===== src/sv/framed_motor_command_parser_defines.svh =====
// assertion macros used by the parser top file
`ifndef FRAMED_MOTOR_COMMAND_PARSER_DEFINES_SVH
`define FRAMED_MOTOR_COMMAND_PARSER_DEFINES_SVH

// same-cycle implication, checked outside reset
`define FMCP_ASSERT_NOW(lbl, ante, cons, msg) \
  lbl: assert property (@(posedge clk_i) disable iff (!rst_ni) (ante) |-> (cons)) \
    else $error(msg);

// next-cycle implication, checked outside reset
`define FMCP_ASSERT_NEXT(lbl, ante, cons, msg) \
  lbl: assert property (@(posedge clk_i) disable iff (!rst_ni) (ante) |=> (cons)) \
    else $error(msg);

`endif


===== src/sv/fmcp_pkg.sv =====
package fmcp_pkg;

  // frame bytes
  localparam logic [7:0] HdrByte     = 8'hFF;
  localparam logic [7:0] CmdSpeed    = 8'hFE;
  localparam logic [7:0] CmdPosition = 8'hFD;
  localparam logic [7:0] CmdVoltage  = 8'hFC;
  localparam logic [7:0] CmdBrake    = 8'hFB;
  localparam logic [7:0] FtrByte     = 8'hAA;

  // control modes
  localparam logic [2:0] ModeStop     = 3'd0;
  localparam logic [2:0] ModeSpeed    = 3'd1;
  localparam logic [2:0] ModePosition = 3'd2;
  localparam logic [2:0] ModeVoltage  = 3'd3;
  localparam logic [2:0] ModeBrake    = 3'd4;

  // item kinds
  localparam logic KindByte = 1'b0;
  localparam logic KindTick = 1'b1;

  localparam logic [15:0] TimeoutResetTicks = 16'd500;
  localparam logic [15:0] SilenceMax        = 16'hFFFF;
  localparam int unsigned NumTargets        = 4;

  typedef struct packed {
    logic       mode;
    logic [7:0] rx_byte;
  } in_item_t;

  typedef struct packed {
    logic [2:0]         control_mode;
    logic signed [15:0] speed_target;
    logic signed [15:0] position_target;
    logic signed [15:0] voltage_target;
    logic signed [15:0] brake_target;
    logic               frame_accepted;
    logic               timed_out;
    logic               link_led;
  } out_item_t;

  // what the frame decoder reports for one received byte
  typedef struct packed {
    logic        cmd_valid;
    logic [2:0]  cmd_mode;
    logic        frame_done;
    logic [15:0] payload;
  } dec_status_t;

endpackage


===== src/sv/fmcp_frame_decoder.sv =====
module fmcp_frame_decoder (
  input  logic                  clk_i,
  input  logic                  rst_ni,
  input  logic                  byte_valid_i,
  input  logic [7:0]            rx_byte_i,
  output fmcp_pkg::dec_status_t dec_o
);

  localparam logic [2:0] PosIdle  = 3'd0;
  localparam logic [2:0] PosCmd   = 3'd1;
  localparam logic [2:0] PosPayHi = 3'd2;
  localparam logic [2:0] PosPayLo = 3'd3;
  localparam logic [2:0] PosFtr   = 3'd4;

  logic [2:0] pos_q, pos_d;
  logic [7:0] pay_hi_q, pay_lo_q;
  logic       cmd_valid;
  logic [2:0] cmd_mode;
  logic       frame_done;

  always_comb begin
    pos_d      = pos_q;
    cmd_valid  = 1'b0;
    cmd_mode   = fmcp_pkg::ModeStop;
    frame_done = 1'b0;
    case (pos_q)
      PosCmd: begin
        cmd_valid = 1'b1;
        case (rx_byte_i)
          fmcp_pkg::CmdSpeed:    cmd_mode = fmcp_pkg::ModeSpeed;
          fmcp_pkg::CmdPosition: cmd_mode = fmcp_pkg::ModePosition;
          fmcp_pkg::CmdVoltage:  cmd_mode = fmcp_pkg::ModeVoltage;
          fmcp_pkg::CmdBrake:    cmd_mode = fmcp_pkg::ModeBrake;
          default:               cmd_valid = 1'b0;
        endcase
        pos_d = cmd_valid ? PosPayHi : PosIdle;
      end
      PosPayHi: pos_d = PosPayLo;
      PosPayLo: pos_d = PosFtr;
      PosFtr: begin
        frame_done = (rx_byte_i == fmcp_pkg::FtrByte);
        pos_d      = PosIdle;
      end
      // idle and unused positions hunt for the header
      default: pos_d = (rx_byte_i == fmcp_pkg::HdrByte) ? PosCmd : PosIdle;
    endcase
  end

  always_ff @(posedge clk_i or negedge rst_ni) begin
    if (!rst_ni) begin
      pos_q <= PosIdle;
    end else if (byte_valid_i) begin
      pos_q <= pos_d;
    end
  end

  always_ff @(posedge clk_i) begin
    if (byte_valid_i && pos_q == PosPayHi) begin
      pay_hi_q <= rx_byte_i;
    end
    if (byte_valid_i && pos_q == PosPayLo) begin
      pay_lo_q <= rx_byte_i;
    end
  end

  assign dec_o.cmd_valid  = byte_valid_i & cmd_valid;
  assign dec_o.cmd_mode   = cmd_mode;
  assign dec_o.frame_done = byte_valid_i & frame_done;
  assign dec_o.payload    = {pay_hi_q, pay_lo_q};

endmodule


===== src/sv/framed_motor_command_parser.sv =====
// Parses 5-byte motor command frames (header, command, big-endian int16 payload,
// footer) from a stream of received bytes and time ticks, and counts ticks of
// silence against the configurable timeout, dropping to stop mode when it runs
// out. Each accepted request yields exactly one result, held in an output
// register and shown in the cycle after acceptance; a new request is taken every
// cycle while the output register is empty or being drained, so the block
// sustains one request per clock. The timeout register may be written only
// while no result is pending.
`include "framed_motor_command_parser_defines.svh"

module framed_motor_command_parser (
  input  logic                clk_i,
  input  logic                rst_ni,
  input  logic                in_valid_i,
  output logic                in_ready_o,
  input  fmcp_pkg::in_item_t  in_data_i,
  output logic                out_valid_o,
  input  logic                out_ready_i,
  output fmcp_pkg::out_item_t out_data_o,
  input  logic                cfg_we_i,
  input  logic [15:0]         cfg_wdata_i
);

  logic                  in_acc;
  logic                  byte_acc;
  logic                  tick_acc;
  fmcp_pkg::dec_status_t dec;

  logic [15:0] timeout_q;
  logic [2:0]  mode_q, mode_d;
  logic        led_q, led_d;
  logic [15:0] sil_q, sil_d, sil_inc;
  logic [15:0] tgt_q [fmcp_pkg::NumTargets];
  logic        tgt_we;
  logic [1:0]  tgt_idx;
  logic        accepted, fired;
  logic        out_valid_q;
  fmcp_pkg::out_item_t out_q, out_d;

  assign in_ready_o = ~out_valid_q | out_ready_i;
  assign in_acc     = in_valid_i & in_ready_o;
  assign byte_acc   = in_acc & (in_data_i.mode == fmcp_pkg::KindByte);
  assign tick_acc   = in_acc & (in_data_i.mode == fmcp_pkg::KindTick);

  fmcp_frame_decoder u_dec (
    .clk_i       (clk_i),
    .rst_ni      (rst_ni),
    .byte_valid_i(byte_acc),
    .rx_byte_i   (in_data_i.rx_byte),
    .dec_o       (dec)
  );

  assign sil_inc = (sil_q == fmcp_pkg::SilenceMax) ? sil_q : sil_q + 16'd1;
  assign tgt_idx = 2'(mode_q - 3'd1);

  always_comb begin
    mode_d   = mode_q;
    led_d    = led_q;
    sil_d    = sil_q;
    tgt_we   = 1'b0;
    accepted = 1'b0;
    fired    = 1'b0;
    if (byte_acc) begin
      if (dec.cmd_valid) begin
        mode_d = dec.cmd_mode;
      end
      if (dec.frame_done) begin
        led_d    = 1'b1;
        accepted = 1'b1;
        sil_d    = '0;
        // a frame finished after a fall to stop stores nothing
        tgt_we   = (mode_q != fmcp_pkg::ModeStop);
      end
    end else if (tick_acc) begin
      if (sil_inc > timeout_q) begin
        mode_d = fmcp_pkg::ModeStop;
        led_d  = 1'b0;
        fired  = 1'b1;
        sil_d  = '0;
      end else begin
        sil_d = sil_inc;
      end
    end
  end

  always_ff @(posedge clk_i or negedge rst_ni) begin
    if (!rst_ni) begin
      timeout_q <= fmcp_pkg::TimeoutResetTicks;
      mode_q    <= fmcp_pkg::ModeStop;
      led_q     <= 1'b0;
      sil_q     <= '0;
      for (int i = 0; i < fmcp_pkg::NumTargets; i++) begin
        tgt_q[i] <= '0;
      end
    end else begin
      if (cfg_we_i) begin
        timeout_q <= cfg_wdata_i;
      end
      mode_q <= mode_d;
      led_q  <= led_d;
      sil_q  <= sil_d;
      if (tgt_we) begin
        tgt_q[tgt_idx] <= dec.payload;
      end
    end
  end

  // result as seen after this request, stores included
  always_comb begin
    out_d.control_mode    = mode_d;
    out_d.speed_target    = tgt_q[0];
    out_d.position_target = tgt_q[1];
    out_d.voltage_target  = tgt_q[2];
    out_d.brake_target    = tgt_q[3];
    if (tgt_we) begin
      case (tgt_idx)
        2'd0:    out_d.speed_target    = dec.payload;
        2'd1:    out_d.position_target = dec.payload;
        2'd2:    out_d.voltage_target  = dec.payload;
        default: out_d.brake_target    = dec.payload;
      endcase
    end
    out_d.frame_accepted = accepted;
    out_d.timed_out      = fired;
    out_d.link_led       = led_d;
  end

  always_ff @(posedge clk_i or negedge rst_ni) begin
    if (!rst_ni) begin
      out_valid_q <= 1'b0;
    end else if (in_ready_o) begin
      out_valid_q <= in_acc;
    end
  end

  always_ff @(posedge clk_i) begin
    if (in_acc) begin
      out_q <= out_d;
    end
  end

  assign out_valid_o = out_valid_q;
  assign out_data_o  = out_q;

  `FMCP_ASSERT_NOW(a_timeout_stops, out_valid_o && out_data_o.timed_out,
    out_data_o.control_mode == fmcp_pkg::ModeStop && !out_data_o.link_led,
    "timeout result without stop mode and cleared link")
  `FMCP_ASSERT_NOW(a_frame_sets_led, out_valid_o && out_data_o.frame_accepted,
    out_data_o.link_led && !out_data_o.timed_out,
    "accepted frame without link indicator")
  `FMCP_ASSERT_NOW(a_mode_range, out_valid_o,
    out_data_o.control_mode == fmcp_pkg::ModeStop ||
    out_data_o.control_mode == fmcp_pkg::ModeSpeed ||
    out_data_o.control_mode == fmcp_pkg::ModePosition ||
    out_data_o.control_mode == fmcp_pkg::ModeVoltage ||
    out_data_o.control_mode == fmcp_pkg::ModeBrake,
    "control mode out of range")
  `FMCP_ASSERT_NEXT(a_tick_result, tick_acc,
    out_valid_o && !out_data_o.frame_accepted,
    "tick request gave no result or a frame acceptance")

endmodule

===== config.mk =====
export PLATFORM = sky130hd
export DESIGN_NAME = framed_motor_command_parser
export DESIGN_NICKNAME = d
export VERILOG_FILES = /design/src/sv/fmcp_pkg.sv /design/src/sv/fmcp_frame_decoder.sv /design/src/sv/framed_motor_command_parser.sv
export VERILOG_INCLUDE_DIRS = /design/src /design/src/sv
export SDC_FILE = /design/constraint.sdc
export NUM_CORES = 1
export LEC_CHECK = 0
export BUFFER_PORTS_ARGS = -buffer_cell sky130_fd_sc_hd__buf_4
export CAP_MARGIN = 25
export CORE_UTILIZATION = 52
export CTS_CLUSTER_DIAMETER = 30
export DETAILED_ROUTE_END_ITERATION = 10
export GPL_ROUTABILITY_DRIVEN = 0
export PLACE_DENSITY = 0.75
export SLEW_MARGIN = 20
export SYNTH_ARGS = -nofsm -noshare
export SYNTH_HDL_FRONTEND = slang
export SYNTH_SLANG_ARGS = --single-unit
export TNS_END_PERCENT = 1

===== constraint.sdc =====
create_clock -name clk_i -period 3.55 [get_ports clk_i]
set_clock_uncertainty 0.05 [all_clocks]
set_input_delay 0.1775 -clock clk_i [delete_from_list [all_inputs] [get_ports clk_i]]
set_output_delay 0.1775 -clock clk_i [all_outputs]
set_load 0.005 [all_outputs]

==> results of run 1 <==
[tightest hold or removal path, cell delays in order]
cell and delay [ns]:
buf_4 0.07, nand2b_2 0.16, nand2_1 0.07
[logic make-up after synthesis]
| logic type | count (synthesis) | synth area share |
|---|---|---|
| xor+xnor | 6 | 0.00636 |
| flops | 190 | 0.629 |
| mux | 130 | 0.177 |
| fa+ha+maj | 17 | 0.0258 |
| simple gates | 122 | 0.0791 |
| buf+inv | 40 | 0.0223 |
| compound gates | 74 | 0.0606 |
[cells in the final DEF (no fill, tap or decap), types with 6 or more instances in the layout]
cell type / n
clkbuf_16: 17
a21oi_1: 16
nand2b_1: 7
inv_1: 21
nor2_1: 13
dfstp_2: 6
nand2_1: 34
a22o_1: 6
buf_4: 133
dfrtp_1: 96
dlygate4sd3_1: 26
o21ai_0: 23
mux2_2: 129
nand3_1: 8
ha_1: 16
edfxtp_1: 86
[sequential cells by signal (all words and copies together), names as in the netlist]
name            cells
led_q               1
mode_q              3
out_data_o         70
out_valid_o         1
sil_q              16
tgt_q              64
timeout_q          16
u_dec.pay_hi_q      8
u_dec.pay_lo_q      8
u_dec.pos_q         3
[power groups by stage]
stage / Combinational [W] / Sequential, W / Clock [W]
after floorplan: 0.000244 / 0.00249 / 0
after global placement: 0.000490 / 0.00247 / 0
after detailed placement: 0.000508 / 0.00248 / 0
after CTS: 0.000538 / 0.00243 / 0.00195
after global routing: 0.000646 / 0.00245 / 0.00204
final: 0.000585 / 0.00244 / 0.00192
[through the flow]
stage               cells  hold slack (ns)
finish                963           0.0460
global placement      900            0.229
detailed placement    900            0.245
global route          963           0.0570
CTS                   959           0.0250
floorplan             579           -0.168
[layer usage]
| metal | up-vias | global-route usage | part of all wire |
|---|---|---|---|
| li1 | 2458 | - | - |
| met1 | 2650 | 0.279 | 0.44 |
| met2 | 180 | 0.355 | 0.49 |
| met3 | 46 | 0.0434 | 0.043 |
| met4 | 0 | 0.100 | 0.029 |
| met5 | - | 0 | 0 |
[what timing repair did]
item / 4_1_cts / 5_1_grt
pin swaps: 1 / 4
setup endpoints to repair: 21 / 25
hold buffers: 26 / 0
buffers inserted: 1 / 3
hold endpoints to repair: 83 / 0
gates resized for setup: 6 / 32
[final cells by class]
cell class              count  share of cell area
clock inverters            14              0.0161
well taps                 211              0.0251
multi-input cells         349               0.294
clock buffers              18              0.0408
flip-flops and latches    190               0.494
repair buffers            160               0.122
inverters                  21             0.00750
[how the worst min path moves through the flow]
stage	to	slack, ns	cells past startpoint
2_1_floorplan	led_q	-0.17	0
3_3_place_gp	timeout_q[3]	0.23	1
3_5_place_dp	timeout_q[1]	0.24	1
4_1_cts	timeout_q[4]	0.03	3
5_1_grt	out_valid_o	0.06	3
6_report	out_valid_o	0.05	3
==> reports/summary.txt, run 1 <==
Post-synth EDFFs: 86
CP required: 3.86 ns
DRT iter0 DRCs: 323
routed len/inst: 17.8 um
post-route core utilization: 0.684
register area: 0.00519 mm^2
CORE AREA: 0.0154 mm^2
via/cell ratio: 5.54
CP peak stage delay: 0.51 ns
Critical Path AT: 3.81 ns
endpoint class of the critical path: flip-flop
CTS root buf: clkbuf_16
CP Buf/Inv Count: 2
Synth top cells by count: mux2_2, dfrtp_1, edfxtp_1, nand2_1, o21ai_0
Max Slew Vio Count: 0
Worst Max-Slew Pin Slew: 0.770 ns
Post-DP Area: 0.00942 mm^2
Post-Syn Instances: 579
Die Area: 0.0164 mm^2
startpoint type of the worst setup path: flip-flop
worst-path cell chain: and4_4 > nand4_1 > buf_4 > or3_1 > nand3_2 > ha_1 > nand4_1 > o21bai_1 > or4_1 > or3_4 > buf_4 > a21oi_1 > o22a_1
Achievable Freq: 286 MHz
IO Pins: 102
CTS sink cnt: 190
Syn Std Cell Area: 0.00826 mm^2
crit path launch: sil_q[5]
Worst path top cell family by delay: simple AND/OR/NAND/NOR gates
fin crit period: 3.50 ns
Synth area leader: edfxtp_1
Flop pwr share: 0.494
Routed Antenna Nets: 0
DRC violations left: 0
Reg-to-Reg Start: sil_q[5]
Clk pwr share: 0.388
initial antenna violation count: 0
worst hold path type: in2reg
Relative slew margins: 0.487
Finished Cell Area: 0.0105 mm^2
status: finished clean
Chip Height: 128 um
switching power share of the total: 0.234
Levels on crit path: 13
# setup viols final: 0
IO buf count: 101
WS Path Type: reg2reg
R2R Path End: sil_q[14]
Detailed Place HPWL: 10.9 mm
Setup WS post-layout: 0.0541 ns
dpl ws: -0.109 ns
die span in x: 128 um
syn avg cell area: 14.3 um^2
largest net degree at the start of global routing: 62
global-route wire length before repair: 26.6 mm
Seq/Total Area, Yosys: 0.629
Design Power: 0.00494 W
Gate power share: 0.118
max capacitance violation total: 0
aggregate global-route resource usage: 0.217
Clock transition at path regs: 0.07 ns
post-synth top area share: 0.313
crit share post-route: 0.985
Yosys cell types: 57
Synth Register Bits: 190
# rows: 45
P_int: 0.00379 W
Final Hold Viols: 0
Worst R2R Setup Slack: 0.05 ns
CP endpoint: sil_q[14]
yosys warns: 0
CTS tree: done
Min-Delay Startpoint: out_ready_i
Synth Net Count: 626
vias in the first global route: 5279
grt total ovfl: 0
htree depth: 4
Clk Latency, worst-skew pair: 0.43 ns
Most used DFF post-synth: dfrtp_1
Post-Route WL: 17.1 mm
share of cells above drive strength 1: 0.452
CP max stage cell: or4_1
routed vias: 5334
CTS Buf Count: 17
Area Growth Syn to Fin: 27.2%
leakage: 4.78 nW
FF-to-FF path depth: 13
first drt pass iteration count: 5
Clock Path Buffers: 2
power per cell area: 470 mW/mm^2
switching power of the nets: 0.00116 W
Post-synth ARST share: 0.547
Final nets: 786
largest cells by area after synthesis: edfxtp_1, dfrtp_1, mux2_2
multi-input logic area: 0.00309 mm^2
peak supply drop: 0.347 mV
filler cell count: 1050
Initial Util: 0.537
CP Max Fanout: 5
top-count cell post-synth: mux2_2
ANT cells: 0
Setup Total Neg Slack: 0 ns
Note: power is estimated with default switching activity, not from simulation.
==> run 2, diff against run 1 <==
==> constraint.sdc (replaced) <==
create_clock -name clk_i -period 3.55 [get_ports clk_i]
set_clock_uncertainty 0.05 [all_clocks]
set_input_delay 0.5325 -clock clk_i [delete_from_list [all_inputs] [get_ports clk_i]]
set_output_delay 0.5325 -clock clk_i [all_outputs]
set_load 0.005 [all_outputs]
==> reports/summary.txt, run 2 (synthesis gave the netlist of run 1 again) <==
CP max stage cell: or4_1
CTS Buf Count: 17
peak supply drop: 0.350 mV
via/cell ratio: 5.73
fin crit period: 3.57 ns
CP required: 3.87 ns
Post-Route WL: 17.8 mm
CTS Hold Bufs: 0
Routed Antenna Nets: 0
power per cell area: 481 mW/mm^2
startpoint type of the worst setup path: flip-flop
CTS sink cnt: 190
share of cells above drive strength 1: 0.474
Critical Path AT: 3.89 ns
Detailed Place HPWL: 11.2 mm
Relative slew margins: 0.585
Setup WS post-layout: -0.0227 ns
Area Growth Syn to Fin: 25.1%
worst hold path type: in2async
Gate power share: 0.113
# rows: 45
max capacitance violation total: 0
max reg flops: 70
switching power of the nets: 0.00115 W
dpl ws: -0.0920 ns
Die Area: 0.0164 mm^2
CP peak stage delay: 0.53 ns
grt total ovfl: 0
endpoint class of the critical path: flip-flop
ANT cells: 0
Final nets: 762
Final Hold Viols: 0
largest net degree at the start of global routing: 60
DRT iter0 DRCs: 363
CP Max Fanout: 5
worst-path cell chain: and4_4 > nand4_1 > buf_6 > or3_1 > nand3_2 > ha_4 > a211oi_2 > nor2_1 > or4_1 > or3_4 > buf_4 > a21oi_1 > o22a_1
# setup viols final: 1
Flop pwr share: 0.492
routed len/inst: 19.0 um
post-route core utilization: 0.672
Worst Max-Slew Pin Slew: 0.623 ns
failing checks: setup timing
initial antenna violation count: 0
Achievable Freq: 280 MHz
most common cell after layout, fill and taps aside: buf_4
vias in the first global route: 5260
CORE AREA: 0.0154 mm^2
Worst path top cell family by delay: simple AND/OR/NAND/NOR gates
IO buf count: 101
status: complete, but fails checks
die span in x: 128 um
P_int: 0.00382 W
leakage: 4.71 nW
most frequent cells in the layout: buf_4, mux2_2, dfrtp_1
IO Pins: 102
Chip Height: 128 um
DRC violations left: 0
Clock transition at path regs: 0.07 ns
DP Cell Count: 901
CTS tree: done
Non-Filler Instances: 939
filler cell count: 1087
switching power share of the total: 0.231
Clock Path Buffers: 2
routed vias: 5380
htree depth: 4
WS Path Type: reg2reg
CP Buf/Inv Count: 2
first drt pass iteration count: 5
Clk Latency, worst-skew pair: 0.43 ns
CTS root buf: clkbuf_16
crit share post-route: 1.01
global-route wire length before repair: 27.2 mm
Clk pwr share: 0.395
Max Slew Vio Count: 0
Initial Util: 0.537
aggregate global-route resource usage: 0.222
run 2: changes by cell type in the layout (fill, tap and decap cells not counted), moves of 2 or more:
cell | before | now
ha_1 | 16 | 14
ha_4 | 1 | 3
clkbuf_1 | 1 | 3
dlygate4sd3_1 | 26 | 0
clkinv_4 | 3 | 0
a21oi_1 | 16 | 14
run 2: area by class of cell:
| cell class | instances | area [um^2] | share of cell area |
|---|---|---|---|
| Sequential cell | 190 | 5200 | 0.503 |
| Clock inverter | 10 | 136 | 0.0132 |
| Tap cell | 211 | 264 | 0.0256 |
| Clock buffer | 22 | 475 | 0.0460 |
| Timing Repair Buffer | 136 | 1050 | 0.102 |
| Inverter | 21 | 78.8 | 0.00763 |
| Multi-Input combinational cell | 349 | 3130 | 0.303 |
run 2: per-layer routing:
metal	vias to the layer above	routed length (um)	global-route usage
met5	-	0	0
met4	0	352	0.0837
met3	36	898	0.0526
met2	190	8930	0.352
met1	2729	7660	0.299
li1	2425	-	-
run 2: power groups by stage:
stage | sequential, W | clock (W) | combinational (W)
after detailed placement | 0.00248 | 0 | 0.000504
after floorplan | 0.00249 | 0 | 0.000244
after CTS | 0.00244 | 0.00198 | 0.000509
after global routing | 0.00245 | 0.00209 | 0.000619
final | 0.00245 | 0.00196 | 0.000560
after global placement | 0.00248 | 0 | 0.000483
run 2: path summary, 6_finish.rpt:
kind | from | endpoint | slack (ns) | depth (start not counted)
min | rst_ni | timeout_q[1] | 0.06 | 1
min reg2reg | tgt_q[15] | tgt_q[15] | 0.45 | 1
max | sil_q[3] | sil_q[14] | -0.02 | 13
max reg2reg | sil_q[3] | sil_q[14] | -0.02 | 13
min in group clk_i | in_data_i[3] | u_dec.pay_lo_q[3] | 0.25 | 1
max in group asynchronous | rst_ni | tgt_q[19] | 2.64 | 2
run 2: stage by stage:
| stage | hold slack, ns | total power [W] | TNS (ns) | area, um^2 |
|---|---|---|---|---|
| 2_1_floorplan | 0.187 | 0.00274 | 0 | 8270 |
| 6_report | 0.0616 | 0.00497 | -0.0227 | 10300 |
| 5_1_grt | 0.104 | 0.00516 | -1.03 | 10300 |
| 3_5_place_dp | 0.437 | 0.00298 | -0.533 | 9440 |
| 4_1_cts | 0.0802 | 0.00493 | 0 | 10100 |
| 3_3_place_gp | 0.432 | 0.00296 | -0.0535 | 9440 |
run 2: repair_timing:
item,in CTS,in global routing
endpoints found under the setup margin,20,25
endpoints found under the hold margin,0,0
pin swaps,1,9
buffers inserted,1,5
resized for setup,7,40
==> run 3, diff against run 2 <==
--- a/config.mk
+++ b/config.mk
@@ -8,11 +8,11 @@
 export LEC_CHECK = 0
 export BUFFER_PORTS_ARGS = -buffer_cell sky130_fd_sc_hd__buf_4
 export CAP_MARGIN = 25
-export CORE_UTILIZATION = 52
+export CORE_UTILIZATION = 58
 export CTS_CLUSTER_DIAMETER = 30
 export DETAILED_ROUTE_END_ITERATION = 10
 export GPL_ROUTABILITY_DRIVEN = 0
-export PLACE_DENSITY = 0.75
+export PLACE_DENSITY = 0.8
 export SLEW_MARGIN = 20
 export SYNTH_ARGS = -nofsm -noshare
 export SYNTH_HDL_FRONTEND = slang
==> constraint.sdc (replaced) <==
create_clock -name clk_i -period 3.5 [get_ports clk_i]
set_clock_uncertainty 0.05 [all_clocks]
set_input_delay 0.525 -clock clk_i [delete_from_list [all_inputs] [get_ports clk_i]]
set_output_delay 0.525 -clock clk_i [all_outputs]
set_load 0.005 [all_outputs]
==> reports/summary.txt, run 3 (synthesis gave the netlist of run 1 again) <==
status: complete, but fails checks
failing checks: setup timing
most frequent cells in the layout: buf_4, mux2_2, dfrtp_1
ANT cells: 0
multi-input logic area: 0.00300 mm^2
# setup viols final: 6
Area Growth Syn to Fin: 24.7%
power per cell area: 495 mW/mm^2
Achievable Freq: 275 MHz
# rows: 43
endpoint class of the critical path: flip-flop
Post-Route WL: 18.2 mm
CTS Hold Bufs: 0
CTS tree: done
Routed Antenna Nets: 0
via/cell ratio: 5.93
routed len/inst: 19.8 um
CORE AREA: 0.0139 mm^2
Detailed Place HPWL: 12.0 mm
RSZ-0062 raised after global routing: true
share of cells above drive strength 1: 0.471
DP Cell Count: 886
worst hold path type: in2async
DRT iter0 DRCs: 359
CP Max Fanout: 6
IO buf count: 101
CTS Buf Count: 17
CTS sink cnt: 190
IO Pins: 102
Max Slew Vio Count: 0
max reg flops: 70
Post-DP Area: 0.00951 mm^2
Relative slew margins: 0.575
register area: 0.00519 mm^2
largest net degree at the start of global routing: 49
filler cell count: 878
Setup WS post-layout: -0.140 ns
leakage: 4.75 nW
fin crit period: 3.64 ns
Chip Height: 121 um
Setup Total Neg Slack: -0.445 ns
crit share post-route: 1.04
htree depth: 4
global-route wire length before repair: 28.4 mm
Final Hold Viols: 0
post-route core utilization: 0.742
Worst Max-Slew Pin Slew: 0.638 ns
initial antenna violation count: 0
first drt pass iteration count: 5
routed vias: 5469
Clock transition at path regs: 0.06 ns
Die Area: 0.0147 mm^2
DRC violations left: 0
Non-Filler Instances: 923
peak supply drop: 0.326 mV
Clock Path Buffers: 2
Initial Util: 0.595
dpl ws: -0.191 ns
max capacitance violation total: 0
CP required: 3.81 ns
CTS root buf: clkbuf_16
Clk Latency, worst-skew pair: 0.43 ns
most common cell after layout, fill and taps aside: buf_4
Finished Cell Area: 0.0103 mm^2
aggregate global-route resource usage: 0.261
grt total ovfl: 0
WS Path Type: reg2reg
startpoint type of the worst setup path: flip-flop
Critical Path AT: 3.96 ns
Final nets: 777
die span in x: 121 um
vias in the first global route: 5638
==> run 3: what timing repair did <==
action                                  4_1_cts  5_1_grt
gates resized for setup                       5       21
buffers inserted                              0        5
pin swaps                                     2        6
endpoints found under the setup margin       23       25
==> run 3: metal layers <==
layer | part of all wire | track usage
met2 | 0.53 | 0.461
met1 | 0.38 | 0.294
met4 | 0.042 | 0.140
met5 | 0 | 0
met3 | 0.047 | 0.0569
==> run 3: power by group <==
part           switching (W)  internal, W  total [W]
Combinational       0.000308     0.000257   0.000565
Sequential         0.0000419      0.00243    0.00247
Clock               0.000825      0.00124    0.00206
Total                0.00117      0.00393    0.00510
==> run 3: area by class of cell <==
class                   count  area share
inverters                  21     0.00765
well taps                 180      0.0219
repair buffers            151       0.113
multi-input cells         349       0.292
flip-flops and latches    190       0.504
clock buffers              20      0.0443
clock inverters            12      0.0173
==> run 3: critical path, stage by stage, from the launching register on <==
cell	delay, ns
dfrtp_1	0.36
and4_4	0.26
nand4_1	0.12
buf_4	0.18
a2111oi_4	0.28
nand2b_1	0.17
nand2_1	0.06
ha_1	0.30
a21oi_1	0.18
o21bai_1	0.09
or4_1	0.52
or3_4	0.39
buf_4	0.17
a2111oi_4	0.29
a221o_1	0.15
==> run 3: final timing paths <==
| path | startpoint | end | slack (ns) | cells past startpoint |
|---|---|---|---|---|
| setup / recovery | sil_q[4] | sil_q[4] | -0.14 | 14 |
| hold reg to reg | tgt_q[6] | tgt_q[6] | 0.45 | 1 |
| min in group clk_i | in_data_i[5] | u_dec.pay_lo_q[5] | 0.25 | 1 |
| hold / removal | rst_ni | tgt_q[5] | 0.06 | 1 |
| max in group asynchronous | rst_ni | sil_q[9] | 2.49 | 2 |
| setup reg to reg | sil_q[4] | sil_q[4] | -0.14 | 14 |
==> run 3: through the flow <==
| stage | hold slack [ns] | total power [W] |
|---|---|---|
| after floorplan | 0.179 | 0.00278 |
| after global placement | 0.431 | 0.00302 |
| after detailed placement | 0.440 | 0.00305 |
| after CTS | 0.0606 | 0.00511 |
| after global routing | 0.0882 | 0.00528 |
| final | 0.0551 | 0.00510 |
